[config.mk]
export PLATFORM = sky130hd
export DESIGN_NAME = stepper_ramp_controller
export DESIGN_NICKNAME = d
export VERILOG_FILES = /design/src/stpr_pkg.sv /design/src/stpr_div.sv /design/src/stpr_dp.sv /design/src/stpr_ctrl.sv /design/src/stepper_ramp_controller.sv
export SDC_FILE = /design/constraint.sdc
export NUM_CORES = 2
export LEC_CHECK = 0
export BUFFER_PORTS_ARGS = -buffer_cell sky130_fd_sc_hd__buf_2
export CORE_AREA = 2 2 356 358
export CTS_CLUSTER_SIZE = 20
export DETAILED_ROUTE_END_ITERATION = 10
export DIE_AREA = 0 0 358 360
export PLACE_DENSITY = 0.87
export SKIP_LAST_GASP = 1
export SYNTH_ARGS = -nofsm -noshare
export SYNTH_HDL_FRONTEND = slang
export SYNTH_SLANG_ARGS = --single-unit
[constraint.sdc]
create_clock -name i_clk -period 12.6 [get_ports i_clk]
set_input_delay 0.63 -clock i_clk [delete_from_list [all_inputs] [get_ports i_clk]]
set_output_delay 0.63 -clock i_clk [all_outputs]
set_load 0.005 [all_outputs]
[src/stpr_pkg.sv]
// ----------------------------------------------------------------------------
// Stepper ramp package
// Shared types, command codes and fixed constants of the stepper ramp block.
// ----------------------------------------------------------------------------
package stpr_pkg;

    // Period format is unsigned 24.16 fixed point.
    localparam int PW  = 40;
    localparam int NW  = 16;
    // Serial divider operand widths.
    localparam int DVN = 58;
    localparam int DVD = 32;

    localparam logic [PW-1:0] PMAX = {PW{1'b1}};

    // Register reset values.
    localparam logic [15:0] IP_RST  = 16'd25000;
    localparam logic [26:0] CF_RST  = 27'd2048780;
    localparam logic [15:0] SPR_RST = 16'd3200;

    // Ramp constants.
    localparam logic [15:0] NEAR_OFS = 16'd100;
    localparam logic [15:0] MIN_INT  = 16'd11;
    localparam logic [15:0] MAX_INT  = 16'd65535;
    // Seconds per minute times sixteen quarter-steps of the speed unit.
    localparam logic [9:0]  SEC_Q4   = 10'd960;

    typedef enum logic [1:0] {
        CMD_SET     = 2'd0,
        CMD_STEP    = 2'd1,
        CMD_ENABLE  = 2'd2,
        CMD_DISABLE = 2'd3
    } t_cmd;

    typedef enum logic [1:0] {
        OP_NONE,
        OP_SET,
        OP_DEC,
        OP_LEN
    } t_op;

    typedef enum logic [2:0] {
        S_IDLE,
        S_EVAL,
        S_MUL,
        S_LOAD,
        S_DIV,
        S_WB,
        S_OUT
    } t_state;

    typedef enum logic [1:0] {
        REG_INIT_PERIOD   = 2'd0,
        REG_COUNTER_FREQ  = 2'd1,
        REG_STEPS_PER_REV = 2'd2
    } t_reg;

    // Controller to datapath commands.
    typedef struct packed {
        logic load;
        logic eval;
        logic mul;
        logic div_start;
        logic wb;
        logic emit;
    } t_dp_cmd;

    // Datapath to controller status.
    typedef struct packed {
        logic need_div;
        logic div_busy;
        logic out_free;
    } t_dp_sts;

endpackage

[src/stpr_div.sv]
// ----------------------------------------------------------------------------
// Serial divider
// Restoring unsigned divider, one quotient bit per cycle. A zero divisor
// gives an all-ones quotient.
// ----------------------------------------------------------------------------
module stpr_div #(
    parameter int WN = 58,
    parameter int WD = 32
) (
    input  logic          i_clk,
    input  logic          i_rst_n,
    input  logic          i_start,
    input  logic [WN-1:0] i_dividend,
    input  logic [WD-1:0] i_divisor,
    output logic          o_busy,
    output logic [WN-1:0] o_quotient
);

    localparam int CW = $clog2(WN + 1);

    logic [WN-1:0] r_quo;
    logic [WD-1:0] r_rem;
    logic [WD-1:0] r_div;
    logic [CW-1:0] r_cnt;
    logic          r_busy;

    logic [WD:0]   w_sh;
    logic [WD:0]   w_diff;
    logic          w_ge;

    // One trial subtraction per cycle.
    always_comb begin
        w_sh   = {r_rem, r_quo[WN-1]};
        w_ge   = (w_sh >= {1'b0, r_div});
        w_diff = w_sh - {1'b0, r_div};
    end

    always_ff @(posedge i_clk) begin
        if (!i_rst_n) begin
            r_busy <= 1'b0;
            r_cnt  <= '0;
        end else if (i_start) begin
            r_busy <= 1'b1;
            r_cnt  <= CW'(WN);
            r_quo  <= i_dividend;
            r_rem  <= '0;
            r_div  <= i_divisor;
        end else if (r_busy) begin
            r_rem <= w_ge ? w_diff[WD-1:0] : w_sh[WD-1:0];
            r_quo <= {r_quo[WN-2:0], w_ge};
            r_cnt <= r_cnt - 1'b1;
            if (r_cnt == CW'(1)) begin
                r_busy <= 1'b0;
            end
        end
    end

    assign o_busy     = r_busy;
    assign o_quotient = r_quo;

endmodule

[src/stpr_dp.sv]
// ----------------------------------------------------------------------------
// Stepper ramp datapath
// Per-motor ramp state, step and set evaluation, operand products, the
// shared serial divider and the result register.
// ----------------------------------------------------------------------------
module stpr_dp import stpr_pkg::*; #(
    parameter int MOTOR_COUNT = 3
) (
    input  logic          i_clk,
    input  logic          i_rst_n,
    input  t_dp_cmd       i_ctl,
    output t_dp_sts       o_sts,
    input  logic [1:0]    i_cmd,
    input  logic [1:0]    i_motor,
    input  logic [15:0]   i_rpm_q4,
    input  logic [15:0]   i_init_period,
    input  logic [26:0]   i_counter_freq,
    input  logic [15:0]   i_steps_per_rev,
    output logic          o_out_valid,
    input  logic          i_out_stall,
    output logic [1:0]    o_motor_out,
    output logic [15:0]   o_reload_period,
    output logic          o_timer_run,
    output logic          o_dir_level,
    output logic          o_driver_enable
);

    localparam int IW = (MOTOR_COUNT > 1) ? $clog2(MOTOR_COUNT) : 1;

    // Per-motor state.
    logic [PW-1:0] r_pn [MOTOR_COUNT];
    logic [NW-1:0] r_ri [MOTOR_COUNT];
    logic [PW-1:0] r_pt [MOTOR_COUNT];
    logic          r_dt [MOTOR_COUNT];
    logic          r_dn [MOTOR_COUNT];
    logic          r_sw [MOTOR_COUNT];
    logic          r_to [MOTOR_COUNT];
    logic          r_pl [MOTOR_COUNT];
    logic          r_drv;

    // Captured item and working values.
    logic [1:0]     r_cmd;
    logic [1:0]     r_motor;
    logic [15:0]    r_rpm;
    t_op            r_op;
    logic           r_upd;
    logic [PW-1:0]  r_p;
    logic [NW-1:0]  r_n;
    logic           r_tmr;
    logic           r_pin;
    logic           r_dnw;
    logic           r_dtw;
    logic           r_stop;
    logic [DVN-1:0] r_dividend;
    logic [DVD-1:0] r_divisor;

    // Result register.
    logic           r_out_valid;
    logic [1:0]     r_o_motor;
    logic [15:0]    r_o_reload;
    logic           r_o_run;
    logic           r_o_dir;
    logic           r_o_drv;

    logic           w_valid;
    logic [IW-1:0]  w_idx;
    logic [PW-1:0]  w_ip;
    logic [PW-1:0]  w_near;
    logic           w_near_neg;
    logic           w_busy;
    logic [DVN-1:0] w_quo;
    logic [PW-1:0]  w_qsat;
    logic [15:0]    w_mag;

    // Eval outputs.
    t_op            v_op;
    logic           v_upd;
    logic [PW-1:0]  v_p;
    logic [NW-1:0]  v_n;
    logic           v_tmr;
    logic           v_pin;
    logic           v_dn;
    logic           v_dt;
    logic           v_stop;

    // Writeback values.
    logic [PW-1:0]  f_p;
    logic [NW-1:0]  f_n;
    logic           f_tmr;
    logic [PW-1:0]  f_tgt;

    logic [36:0]    w_cf960;
    logic [DVN-1:0] w_prod_len;

    // Common decode of the captured item.
    always_comb begin
        w_valid    = (32'(r_motor) < MOTOR_COUNT);
        w_idx      = w_valid ? IW'(r_motor) : '0;
        w_ip       = {8'd0, i_init_period, 16'd0};
        w_near_neg = (i_init_period < NEAR_OFS);
        w_near     = {8'd0, i_init_period - NEAR_OFS, 16'd0};
        w_mag      = r_rpm[15] ? (16'd0 - r_rpm) : r_rpm;
        w_qsat     = (|w_quo[DVN-1:PW]) ? PMAX : w_quo[PW-1:0];
    end

    // Step and set evaluation on the addressed motor.
    always_comb begin
        v_op   = OP_NONE;
        v_upd  = 1'b0;
        v_p    = r_pn[w_idx];
        v_n    = r_ri[w_idx];
        v_tmr  = r_to[w_idx];
        v_pin  = r_pl[w_idx];
        v_dn   = r_dn[w_idx];
        v_dt   = r_dt[w_idx];
        v_stop = 1'b0;
        priority if (r_cmd == CMD_STEP && w_valid && r_to[w_idx]) begin
            v_upd = 1'b1;
            // A pending stop near the start period halts the timer.
            if (r_sw[w_idx] && (w_near_neg || v_p >= w_near)) begin
                v_tmr = 1'b0;
                v_p   = w_ip;
                v_n   = '0;
            end
            if (r_dt[w_idx] == r_dn[w_idx]) begin
                if (v_p >= w_ip) begin
                    v_p = w_ip;
                    v_n = '0;
                end
                if (r_pt[w_idx] >= w_ip && (w_near_neg || v_p >= w_near)) begin
                    v_p = r_pt[w_idx];
                    v_n = '0;
                end else if (v_p > r_pt[w_idx]) begin
                    if (v_n != {NW{1'b1}}) begin
                        v_n = v_n + 1'b1;
                    end
                    v_op = OP_DEC;
                end else if (v_n != '0) begin
                    v_op = OP_LEN;
                end
            end else begin
                // Reverse only once the period is back near the start period.
                if (w_near_neg || v_p > w_near) begin
                    v_pin = ~r_dt[w_idx];
                    v_dn  = r_dt[w_idx];
                    v_p   = w_ip;
                    v_n   = '0;
                end else if (v_n != '0) begin
                    v_op = OP_LEN;
                end
            end
        end else if (r_cmd == CMD_SET && w_valid && r_drv) begin
            v_upd = 1'b1;
            if (r_rpm == 16'd0) begin
                v_stop = 1'b1;
            end else begin
                v_dt = r_rpm[15];
                v_op = OP_SET;
            end
        end else begin
            v_upd = 1'b0;
        end
    end

    // Divider operand products.
    always_comb begin
        w_cf960    = 37'(i_counter_freq) * 37'(SEC_Q4);
        w_prod_len = DVN'(r_p) * DVN'({r_n, 2'b01});
    end

    // Final period after the divider and the range clamps.
    always_comb begin
        f_p   = r_p;
        f_n   = r_n;
        f_tmr = r_tmr;
        f_tgt = r_stop ? w_ip : w_qsat;
        unique case (r_op)
            OP_DEC: f_p = r_p - w_quo[PW-1:0];
            OP_LEN: begin
                f_p = w_qsat;
                f_n = r_n - 1'b1;
            end
            default: f_p = r_p;
        endcase
        if (f_p < {8'd0, MIN_INT, 16'd0}) begin
            f_p = {8'd0, MIN_INT, 16'd0};
        end
        if (f_p > {8'd0, MAX_INT, 16'd0}) begin
            f_tmr = 1'b0;
            f_p   = w_ip;
            f_n   = '0;
        end
    end

    // Capture, evaluation and operand registers.
    always_ff @(posedge i_clk) begin
        if (!i_rst_n) begin
            r_op  <= OP_NONE;
            r_upd <= 1'b0;
        end else begin
            if (i_ctl.load) begin
                r_cmd   <= i_cmd;
                r_motor <= i_motor;
                r_rpm   <= i_rpm_q4;
            end
            if (i_ctl.eval) begin
                r_op   <= v_op;
                r_upd  <= v_upd;
                r_p    <= v_p;
                r_n    <= v_n;
                r_tmr  <= v_tmr;
                r_pin  <= v_pin;
                r_dnw  <= v_dn;
                r_dtw  <= v_dt;
                r_stop <= v_stop;
            end
            if (i_ctl.mul) begin
                unique case (r_op)
                    OP_SET: begin
                        r_dividend <= DVN'({w_cf960, 16'd0});
                        r_divisor  <= 32'(i_steps_per_rev) * 32'(w_mag);
                    end
                    OP_DEC: begin
                        r_dividend <= DVN'({r_p, 1'b0});
                        r_divisor  <= DVD'({r_n, 2'b01});
                    end
                    OP_LEN: begin
                        r_dividend <= w_prod_len;
                        r_divisor  <= DVD'({r_n - 1'b1, 2'b11});
                    end
                    default: begin
                        r_dividend <= '0;
                        r_divisor  <= '0;
                    end
                endcase
            end
        end
    end

    // Per-motor state update.
    always_ff @(posedge i_clk) begin
        if (!i_rst_n) begin
            for (int m = 0; m < MOTOR_COUNT; m++) begin
                r_pn[m] <= {8'd0, IP_RST, 16'd0};
                r_ri[m] <= '0;
                r_pt[m] <= '0;
                r_dt[m] <= 1'b1;
                r_dn[m] <= 1'b1;
                r_sw[m] <= 1'b0;
                r_to[m] <= 1'b0;
                r_pl[m] <= 1'b0;
            end
            r_drv <= 1'b0;
        end else if (i_ctl.wb) begin
            unique case (r_cmd)
                CMD_STEP: begin
                    if (r_upd) begin
                        r_pn[w_idx] <= f_p;
                        r_ri[w_idx] <= f_n;
                        r_to[w_idx] <= f_tmr;
                        r_pl[w_idx] <= r_pin;
                        r_dn[w_idx] <= r_dnw;
                    end
                end
                CMD_SET: begin
                    if (r_upd) begin
                        r_sw[w_idx] <= r_stop;
                        r_pt[w_idx] <= f_tgt;
                        if (!r_stop) begin
                            r_dt[w_idx] <= r_dtw;
                            r_to[w_idx] <= 1'b1;
                        end
                    end
                end
                CMD_ENABLE: r_drv <= 1'b1;
                default: begin
                    for (int m = 0; m < MOTOR_COUNT; m++) begin
                        r_to[m] <= 1'b0;
                        r_pn[m] <= w_ip;
                        r_ri[m] <= '0;
                    end
                    r_drv <= 1'b0;
                end
            endcase
        end
    end

    // Result register; a waiting result does not hold up new work.
    always_ff @(posedge i_clk) begin
        if (!i_rst_n) begin
            r_out_valid <= 1'b0;
        end else if (i_ctl.emit) begin
            r_out_valid <= 1'b1;
            r_o_motor   <= r_motor;
            r_o_reload  <= w_valid ? r_pn[w_idx][31:16] : 16'd0;
            r_o_run     <= w_valid & r_to[w_idx];
            r_o_dir     <= w_valid & r_pl[w_idx];
            r_o_drv     <= r_drv;
        end else if (!i_out_stall) begin
            r_out_valid <= 1'b0;
        end
    end

    stpr_div #(
        .WN(DVN),
        .WD(DVD)
    ) u_div (
        .i_clk      (i_clk),
        .i_rst_n    (i_rst_n),
        .i_start    (i_ctl.div_start),
        .i_dividend (r_dividend),
        .i_divisor  (r_divisor),
        .o_busy     (w_busy),
        .o_quotient (w_quo)
    );

    always_comb begin
        o_sts.need_div = (r_op != OP_NONE);
        o_sts.div_busy = w_busy;
        o_sts.out_free = !r_out_valid || !i_out_stall;
    end

    assign o_out_valid     = r_out_valid;
    assign o_motor_out     = r_o_motor;
    assign o_reload_period = r_o_reload;
    assign o_timer_run     = r_o_run;
    assign o_dir_level     = r_o_dir;
    assign o_driver_enable = r_o_drv;

endmodule

[src/stpr_ctrl.sv]
// ----------------------------------------------------------------------------
// Stepper ramp controller
// Sequences capture, evaluation, operand setup, division, writeback and
// result transfer for one item at a time.
// ----------------------------------------------------------------------------
module stpr_ctrl import stpr_pkg::*; (
    input  logic    i_clk,
    input  logic    i_rst_n,
    input  logic    i_in_valid,
    output logic    o_in_stall,
    input  t_dp_sts i_sts,
    output t_dp_cmd o_ctl
);

    t_state r_state;
    t_state n_state;

    // State register.
    always_ff @(posedge i_clk) begin
        if (!i_rst_n) begin
            r_state <= S_IDLE;
        end else begin
            r_state <= n_state;
        end
    end

    // Next state and datapath commands.
    always_comb begin
        n_state    = r_state;
        o_ctl      = '0;
        o_in_stall = 1'b1;
        unique case (r_state)
            S_IDLE: begin
                o_in_stall = 1'b0;
                if (i_in_valid) begin
                    o_ctl.load = 1'b1;
                    n_state    = S_EVAL;
                end
            end
            S_EVAL: begin
                o_ctl.eval = 1'b1;
                n_state    = S_MUL;
            end
            S_MUL: begin
                o_ctl.mul = 1'b1;
                n_state   = i_sts.need_div ? S_LOAD : S_WB;
            end
            S_LOAD: begin
                o_ctl.div_start = 1'b1;
                n_state         = S_DIV;
            end
            S_DIV: begin
                if (!i_sts.div_busy) begin
                    n_state = S_WB;
                end
            end
            S_WB: begin
                o_ctl.wb = 1'b1;
                n_state  = S_OUT;
            end
            S_OUT: begin
                if (i_sts.out_free) begin
                    o_ctl.emit = 1'b1;
                    n_state    = S_IDLE;
                end
            end
            default: n_state = S_IDLE;
        endcase
    end

endmodule

[src/stepper_ramp_controller.sv]
// ----------------------------------------------------------------------------
// Stepper ramp controller top level
// Three-motor linear step-period ramp with APB configuration registers.
//
//   Channel   Direction  Handshake                 Payload
//   input     in         i_in_valid / o_in_stall   i_cmd, i_motor, i_rpm_q4
//   output    out        o_out_valid / i_out_stall o_motor_out, o_reload_period,
//                                                  o_timer_run, o_dir_level,
//                                                  o_driver_enable
//   config    in         psel / penable / pready   paddr, pwdata, prdata
//
// An item that needs a division (set with nonzero speed, or a ramp step that
// accelerates or decelerates) passes through the 58-bit serial divider;
// every other item goes from operand setup straight to writeback.
// One item is in work at a time; the next is taken while a result waits.
// Reset is synchronous and needs no clearing pass.
// ----------------------------------------------------------------------------
module stepper_ramp_controller import stpr_pkg::*; #(
    parameter int MOTOR_COUNT = 3
) (
    input  logic        i_clk,
    input  logic        i_rst_n,
    input  logic        i_in_valid,
    output logic        o_in_stall,
    input  logic [1:0]  i_cmd,
    input  logic [1:0]  i_motor,
    input  logic [15:0] i_rpm_q4,
    output logic        o_out_valid,
    input  logic        i_out_stall,
    output logic [1:0]  o_motor_out,
    output logic [15:0] o_reload_period,
    output logic        o_timer_run,
    output logic        o_dir_level,
    output logic        o_driver_enable,
    input  logic        psel,
    input  logic        penable,
    input  logic        pwrite,
    input  logic [3:0]  paddr,
    input  logic [31:0] pwdata,
    output logic [31:0] prdata,
    output logic        pready
);

    logic [15:0] r_init_period;
    logic [26:0] r_counter_freq;
    logic [15:0] r_steps_per_rev;
    t_reg        w_reg;
    t_dp_cmd     w_ctl;
    t_dp_sts     w_sts;

    assign w_reg  = t_reg'(paddr[3:2]);
    assign pready = 1'b1;

    // Configuration register writes.
    always_ff @(posedge i_clk) begin
        if (!i_rst_n) begin
            r_init_period   <= IP_RST;
            r_counter_freq  <= CF_RST;
            r_steps_per_rev <= SPR_RST;
        end else if (psel && penable && pwrite) begin
            unique case (w_reg)
                REG_INIT_PERIOD:   r_init_period   <= pwdata[15:0];
                REG_COUNTER_FREQ:  r_counter_freq  <= pwdata[26:0];
                REG_STEPS_PER_REV: r_steps_per_rev <= pwdata[15:0];
                default: ;
            endcase
        end
    end

    // Configuration readback.
    always_comb begin
        unique case (w_reg)
            REG_INIT_PERIOD:   prdata = {16'd0, r_init_period};
            REG_COUNTER_FREQ:  prdata = {5'd0, r_counter_freq};
            REG_STEPS_PER_REV: prdata = {16'd0, r_steps_per_rev};
            default:           prdata = 32'd0;
        endcase
    end

    stpr_ctrl u_ctrl (
        .i_clk      (i_clk),
        .i_rst_n    (i_rst_n),
        .i_in_valid (i_in_valid),
        .o_in_stall (o_in_stall),
        .i_sts      (w_sts),
        .o_ctl      (w_ctl)
    );

    stpr_dp #(
        .MOTOR_COUNT(MOTOR_COUNT)
    ) u_dp (
        .i_clk           (i_clk),
        .i_rst_n         (i_rst_n),
        .i_ctl           (w_ctl),
        .o_sts           (w_sts),
        .i_cmd           (i_cmd),
        .i_motor         (i_motor),
        .i_rpm_q4        (i_rpm_q4),
        .i_init_period   (r_init_period),
        .i_counter_freq  (r_counter_freq),
        .i_steps_per_rev (r_steps_per_rev),
        .o_out_valid     (o_out_valid),
        .i_out_stall     (i_out_stall),
        .o_motor_out     (o_motor_out),
        .o_reload_period (o_reload_period),
        .o_timer_run     (o_timer_run),
        .o_dir_level     (o_dir_level),
        .o_driver_enable (o_driver_enable)
    );

endmodule

==> After elaboration in Yosys (flattened, before gate mapping) <==
Memories as Yosys holds them, arrays and structs flattened.
Cells that the tools add are included.
{ "totals": {"register_bits": 388, "ram_bits": 303, "inputBits": 63, "out_inout_bits": 56, "word_cells": 278, "memories": 8} }
{ "op_classes": {"n_addsub": 7, "mul": 3, "n_lt_le_gt_ge": 11, "eq_ne": 20, "muxes": 136, "bitwise_logic": 16, "reduce_logical": 46} }
{ "memory_table": {"columns": ["name", "words", "word_bits", "rd", "rd_ports_with_merged_regs", "write_ports", "line", "source"], "rows": [
  ["u_dp.r_pn", 3, 40, 1, 0, 3, "stpr_dp.sv:31", "logic [PW-1:0] r_pn [MOTOR_COUNT];"],
  ["u_dp.r_pt", 3, 40, 1, 0, 3, "stpr_dp.sv:33", "logic [PW-1:0] r_pt [MOTOR_COUNT];"],
  ["u_dp.r_ri", 3, 16, 1, 0, 3, "stpr_dp.sv:32", "logic [NW-1:0] r_ri [MOTOR_COUNT];"],
  ["u_dp.r_dn", 3, 1, 1, 0, 3, "stpr_dp.sv:35", "logic r_dn [MOTOR_COUNT];"],
  ["u_dp.r_dt", 3, 1, 1, 0, 3, "stpr_dp.sv:34", "logic r_dt [MOTOR_COUNT];"],
  ["u_dp.r_pl", 3, 1, 1, 0, 3, "stpr_dp.sv:38", "logic r_pl [MOTOR_COUNT];"],
  ["2 more memories", null, null, null, null, null, null, null]
]} }
{ "ops": {"columns": ["cell", "count"], "rows": [
  ["40-bit two-way mux", 18],
  ["16-bit two-way mux", 18],
  ["58-bit one-hot mux with 3 select lines", 1],
  ["40-bit by 32-bit >= comparator with 1-bit output", 4],
  ["58-bit two-way mux", 2],
  ["32-bit one-hot mux with 3 select lines", 1],
  ["27-bit one-hot mux with 3 select lines", 1],
  ["40-bit one-hot mux with 2 select lines", 1],
  ["40-bit OR reduction", 2],
  ["1-bit two-way mux", 67],
  ["32-bit two-way mux", 2],
  ["40-bit by 18-bit multiplier with 58-bit output", 1],
  ["40-bit by 32-bit greater-than comparator with 1-bit output", 1],
  ["40-bit by 32-bit greater-than comparator with 1-bit output, second input constant", 1],
  ["40-bit greater-than comparator", 1],
  ["40-bit by 20-bit < comparator with 1-bit output, second input constant", 1],
  ["40-bit subtractor", 1],
  ["2-bit two-way mux", 17],
  ["33-bit by 32-bit >= comparator with 1-bit output", 1],
  ["16-bit by 16-bit multiplier with 32-bit output", 1],
  ["16-bit nonzero test", 2],
  ["32-bit subtractor", 1],
  ["27-bit by 4-bit multiplier with 31-bit output, second input constant", 1],
  ["3-bit one-hot mux with 7 select lines", 1],
  ["other kinds (37)", 92]
]} }

==> Depth between registers and ports, before layout <==
An unclocked memory read counts as a cell.
{ "depth": {"ltp_word": 18, "ltp_mapped": 52} }

==> Hierarchy <==
A second synthesis with hierarchy kept.
{ "unflattened": {"cells_unflattened": 7470, "hier_area_um2": 75403.6} }
{ "by_module_without_submodules": {"columns": ["mod", "instances", "cells_per_inst", "area_per_inst_um2", "seq_area_each_um2"], "rows": [
  ["stpr_dp", 1, 6540, 65352.7, 17937.2],
  ["stpr_div", 1, 581, 7029.2, 3803.6],
  ["stepper_ramp_controller", 1, 318, 2793.9, 1181.1],
  ["stpr_ctrl", 1, 31, 227.7, 60.1]
]} }

==> Worst setup path before layout <==
Ideal clock, no wire load.
{ "synth_timing": {"path_kind": "register to register", "startpoint": "register u_dp.r_motor[1]", "endpoint": "register u_dp.r_n[11] (data pin)", "setup_ns": 0.133, "arrival_time_ns": 10.144, "slack_ns": 2.323, "stages_incl_launch_ff": 47, "path_buffers": 13, "synth_period_minus_slack_ns": 10.277, "path_cell_list": "edfxtp_1 inv_1 ha_1 buf_6 buf_4 buf_4 buf_2 buf_2 buf_2 buf_4 buf_4 buf_2 mux4_2 ha_1 nand4_1 or3_1 a41o_1 o211ai_2 [... 11 more ...] buf_2 clkbuf_1 clkbuf_1 and2_1 ha_1 nor2b_1 o21a_1 o21a_1 o211ai_1 a21oi_1 a211o_1 a211o_1 nand2_1 a31oi_2 and3_1 nor3b_1 o41ai_1 a32o_1"} }
{ "synth_via": {"elab_chain_len": 18, "elab_cells_between_ends": 41} }
{ "synth_lines": {"columns": ["item", "line", "source"], "rows": [
  ["start: declaration", "stpr_dp.sv:43", "logic [1:0] r_motor;"],
  ["start signal: assignment", "stpr_dp.sv:203", "r_motor <= i_motor;"],
  ["2-bit < comparator", "stpr_dp.sv:97", "w_valid = (32'(r_motor) < MOTOR_COUNT);"],
  ["2-bit two-way mux", "stpr_dp.sv:98", "w_idx = w_valid ? IW'(r_motor) : '0;"],
  ["memory 3 x 40 bit", null, null],
  ["40-bit by 32-bit >= comparator with 1-bit output", "stpr_dp.sv:120", "if (r_sw[w_idx] && (w_near_neg || v_p >= w_near)) begin"],
  ["1-bit logical OR", "stpr_dp.sv:120", null],
  ["1-bit logical AND", "stpr_dp.sv:120", null],
  ["40-bit two-way mux", "stpr_dp.sv:120", null],
  ["40-bit two-way mux", "stpr_dp.sv:117", "priority if (r_cmd == CMD_STEP && w_valid && r_to[w_idx]) begin"],
  ["[... 3 more ...]", null, null],
  ["40-bit two-way mux / 16-bit two-way mux (equally long branches)", "stpr_dp.sv:117", null],
  ["40-bit by 32-bit >= comparator with 1-bit output, or another cell as far along", "stpr_dp.sv:130", "if (r_pt[w_idx] >= w_ip && (w_near_neg || v_p >= w_near)) begin"],
  ["1-bit logical OR / 16-bit two-way mux (equally long branches)", "stpr_dp.sv:130, stpr_dp.sv:134", null],
  ["1-bit logical AND / 16-bit two-way mux (equally long branches)", "stpr_dp.sv:130, stpr_dp.sv:133", null],
  ["16-bit two-way mux", "stpr_dp.sv:130", null],
  ["16-bit two-way mux", "stpr_dp.sv:125", "if (r_dt[w_idx] == r_dn[w_idx]) begin"],
  ["16-bit two-way mux *", "stpr_dp.sv:117", null],
  ["named net u_dp.v_n[11]", "stpr_dp.sv:79", "logic [NW-1:0] v_n;"],
  ["end signal: assignment", "stpr_dp.sv:210", "r_n <= v_n;"],
  ["end: declaration", "stpr_dp.sv:48", "logic [NW-1:0] r_n;"]
]} }
Mark *: on every way through the listed nets, which the timed path passes. The rest lies on a longest branch. The select of a mux whose other input is x is not followed.
A chain may end at the register's enable or synchronous reset.

==> Final worst setup path <==
Same ends and word-level chain as after synthesis.

==> metrics.md <==
| Metric | Value |
|---|---|
| Ports | `119` |
| Hold Buf Count CTS | `0` |
| Remaining antenna violation count after routing | `0` |
| Crit path launch type | `flip-flop` |
| Initial cell density of the core | `0.598` |
| DRC viols | `0` |
| Arr. time, crit path | `12090 ps` |
| Layout Cells excl Fill | `9220` |
| Largest net degree at the start of global routing | `85` |
| Htree depth | `3` |
| Routability Congestion | `1.02` |
| Mapped Area | `74700 um^2` |
| Clock insertion delay at the later pin of the skew report | `720 ps` |
| Die width | `358 um` |
| CTS clk-pin slew, worst paths | `60 ps` |
| CTS tree | `built` |
| Placed cells | `9063` |
| Vias in the first global route | `61700` |
| Syn Inst Count | `7530` |
| Period utilisation layout | `0.925` |
| Slew Limit Fails | `0` |
| Share of layout cells above drive strength 1 | `0.0769` |
| DR WL/cell | `25.1 um` |
| Prevailing post-synth register cell | `edfxtp_1` |
| Area of the multi-input gates | `46600 um^2` |
| Worst Path Max Fanout | `28` |
| Area Overhead vs Synth | `7.21%` |
| MaxCap Viol Count | `0` |
| Crit-path max cell delay | `740 ps` |
| CP delay by family, top | `simple AND/OR/NAND/NOR gates` |
| Req. time, crit path | `13040 ps` |
| Register Area | `23000 um^2` |
| Netlist cell types | `94` |
| Clock power frac | `0.134` |
| Psw | `9.90 mW` |
| Root buf cell | `clkbuf_16` |
| First-pass GRT wire length | `357000 um` |
| Fillers | `9317` |
| Seq/Total Area, Yosys | `0.308` |
| Vias per inst | `6.41` |
| Cell-internal power | `10.1 mW` |
| RSZ-0062 raised after global routing | `no` |
| Initial DRC Count | `6720` |
| IO buf count | `105` |
| Die Y | `360 um` |
| CP max-delay cell | `mux4_1` |
| Max Clk Rate | `0.0858 GHz` |
| Buf+Inv Stages, Crit Path | `3` |
| Number of flops mapped to enable cells by yosys | `712` |
| Bufs on Longest Clock Path | `3` |
| Synth warn | `0` |
| Actual slew at the worst max-slew pin | `1400 ps` |
| Core ar. | `125000 um^2` |
| Post-CTS Repair Setup Buffers | `0` |
| Synthesized flop and latch total | `792` |
| Min Tclk post-route | `11650 ps` |
| Pre-Repair DR Iteration Count | `9` |
| Row Count | `130` |
| Final Skew | `49.8 ps` |
| Final setup fails | `0` |
| Tot GR Track Use | `0.364` |
| Fraction of registers with async set/reset | `0` |
| Avg Cell Area, Syn | `9.92 um^2` |
| Combinational power share | `0.714` |
| Setup_tns | `0 ps` |
| Sw frac | `0.495` |
| Status | `completed` |
| Post_cts resized | `0` |
| Hold WC Path Type | `in2reg` |
| Inserted Clock Buffers | `83` |
| Initial antenna violation count | `10` |
| Hpwl dp | `166000 um` |
| Setup CP Type | `reg2reg` |
| GRT overflow | `0` |
| Sequential power share | `0.152` |
| Endpoints failing hold | `0` |
| Worst setup EP type | `flip-flop` |
| Pwr Density | `250 nW/um^2` |
| Nets | `8876` |
| Slew headroom | `0.0551` |
| Clk sink count | `792` |
| Leakage | `34.9 nW` |
| Die ar. | `129000 um^2` |
| Total length of routed wires | `231000 um` |
| Via count | `59100` |
| Maximum vdd drop | `0.000542 V` |
==> final timing paths <==
kind                      startpoint                   end  slack (ps)  cells past startpoint
setup / recovery     u_dp.r_motor[1]          u_dp.r_n[11]         950                     33
hold reg to reg   u_dp.r_divisor[25]  u_dp.u_div.r_div[25]         420                      0
setup reg to reg     u_dp.r_motor[1]          u_dp.r_n[11]         950                     33
hold / removal           i_rpm_q4[2]         u_dp.r_rpm[2]          90                      1
==> state kept, by name (all words and copies together) (netlist names), 32 cells and up <==
signal,cells
u_dp.r_dividend,58
u_dp.u_div.o_quotient,58
u_dp.u_div.r_div,32
u_dp.r_pn,160
u_dp.r_pt,160
u_dp.u_div.r_rem,32
u_dp.r_divisor,32
u_dp.r_p,40
u_dp.r_ri,64
==> layout make-up <==
class,instances,share of cell area
Clock inverter,46,0.00855
Clock buffer,108,0.0281
Inverter,1001,0.0469
Sequential cell,792,0.287
Tap cell,1650,0.0258
Timing Repair Buffer,263,0.0218
Antenna cell,3,0.0000938
Multi-Input combinational cell,5357,0.582
==> layout by cell type, fill, tap and decap left out, types with 61 or more instances in the layout <==
cell type,count
dfxtp_1,78
ha_1,498
a21o_1,110
xnor2_1,133
nand3_1,98
fa_1,815
nand2_1,1126
buf_2,105
o21ai_0,267
nor3_1,61
nor2_1,525
clkbuf_16,85
and2_1,284
mux2i_1,75
inv_1,995
mux4_2,94
nor2b_1,107
a21oi_1,236
buf_4,155
edfxtp_1,712
==> routing by layer <==
| metal | up-vias | routed length (um) | GRT usage |
|---|---|---|---|
| li1 | 25000 | - | - |
| met1 | 28800 | 79400 | 0.452 |
| met2 | 4228 | 104000 | 0.568 |
| met3 | 1040 | 31000 | 0.104 |
| met4 | 12 | 16500 | 0.215 |
| met5 | - | 77 | 0 |
==> cells in the mapped netlist (all sizes together) (10+ instances only) <==
cell type / n / area, um^2
nand4: 51 / 319
a22oi: 16 / 120
nor3b: 12 / 90.1
nand2b: 50 / 320
a22o: 47 / 412
o2111ai: 11 / 96.3
xor2: 53 / 464
ha: 500 / 6260
a211o: 11 / 96.3
xnor2: 137 / 1200
o21bai: 26 / 195
a32o: 12 / 120
nand3: 101 / 505
a21o: 110 / 826
or2: 22 / 138
mux2i: 75 / 751
a21boi: 54 / 409
and3: 34 / 213
mux4: 100 / 2270
a211oi: 40 / 350
dfxtp: 80 / 1600
nand2: 1131 / 4250
o41ai: 12 / 105
o31ai: 17 / 128
buf: 77 / 424
o21ai: 271 / 1360
nor2b: 107 / 669
a31oi: 44 / 297
a221oi: 10 / 87.6
or3: 23 / 144
nor4: 41 / 257
inv: 996 / 3740
nor3: 65 / 348
and4: 10 / 87.6
o22ai: 47 / 294
a21oi: 236 / 1180
o211ai: 36 / 280
o21a: 44 / 332
and2: 285 / 1780
edfxtp: 712 / 21400
fa: 815 / 16300
nor2: 529 / 1990
clkbuf: 347 / 1300
==> cell families (layout without fill, tap and decap cells) <==
kind of cell             after synthesis  count (layout)  share of synthesized area
AO/OA/AOI/OAI                       1126            1126                     0.0997
AND/OR/NAND/NOR                     2500            2500                      0.153
adder cells (fa/ha/maj)             1315            1315                      0.302
other                                  2              49                   0.000101
multiplexers                         179             179                     0.0411
XOR/XNOR                             191             191                     0.0226
flip-flops                           792             792                      0.308
buffers and inverters               1425            1418                     0.0734
==> metrics by stage <==
step	power (mW)	hold WS, ps	util	area, um^2	setup WS (ps)
2_1_floorplan	13.0	400	-	74800	2320
3_3_place_gp	16.5	401	0.617	77100	1490
3_5_place_dp	16.8	405	0.617	77100	1470
4_1_cts	19.6	72.6	0.641	80100	1410
5_1_grt	21.4	90.6	0.641	80100	686
6_report	20.0	89.3	0.641	80100	949
==> worst reg2reg max path, delay by kind of cell, from the launching register on <==
family,cells,cell delay [ps]
simple gates,14,4450
compound gates,12,3540
fa+ha+maj,3,1270
buf+inv,3,890
mux,1,790
flops,1,480
==> power groups by stage <==
stage                     Sequential, mW  Clock (mW)  Combinational, mW
final                               3.04        2.67               14.3
after global routing                3.05        2.76               15.6
after CTS                           3.04        2.67               13.9
after detailed placement            3.09           0               13.7
after global placement              3.09           0               13.4
after floorplan                     3.05           0               9.99
No activity file was read; power rests on OpenSTA's default activity.
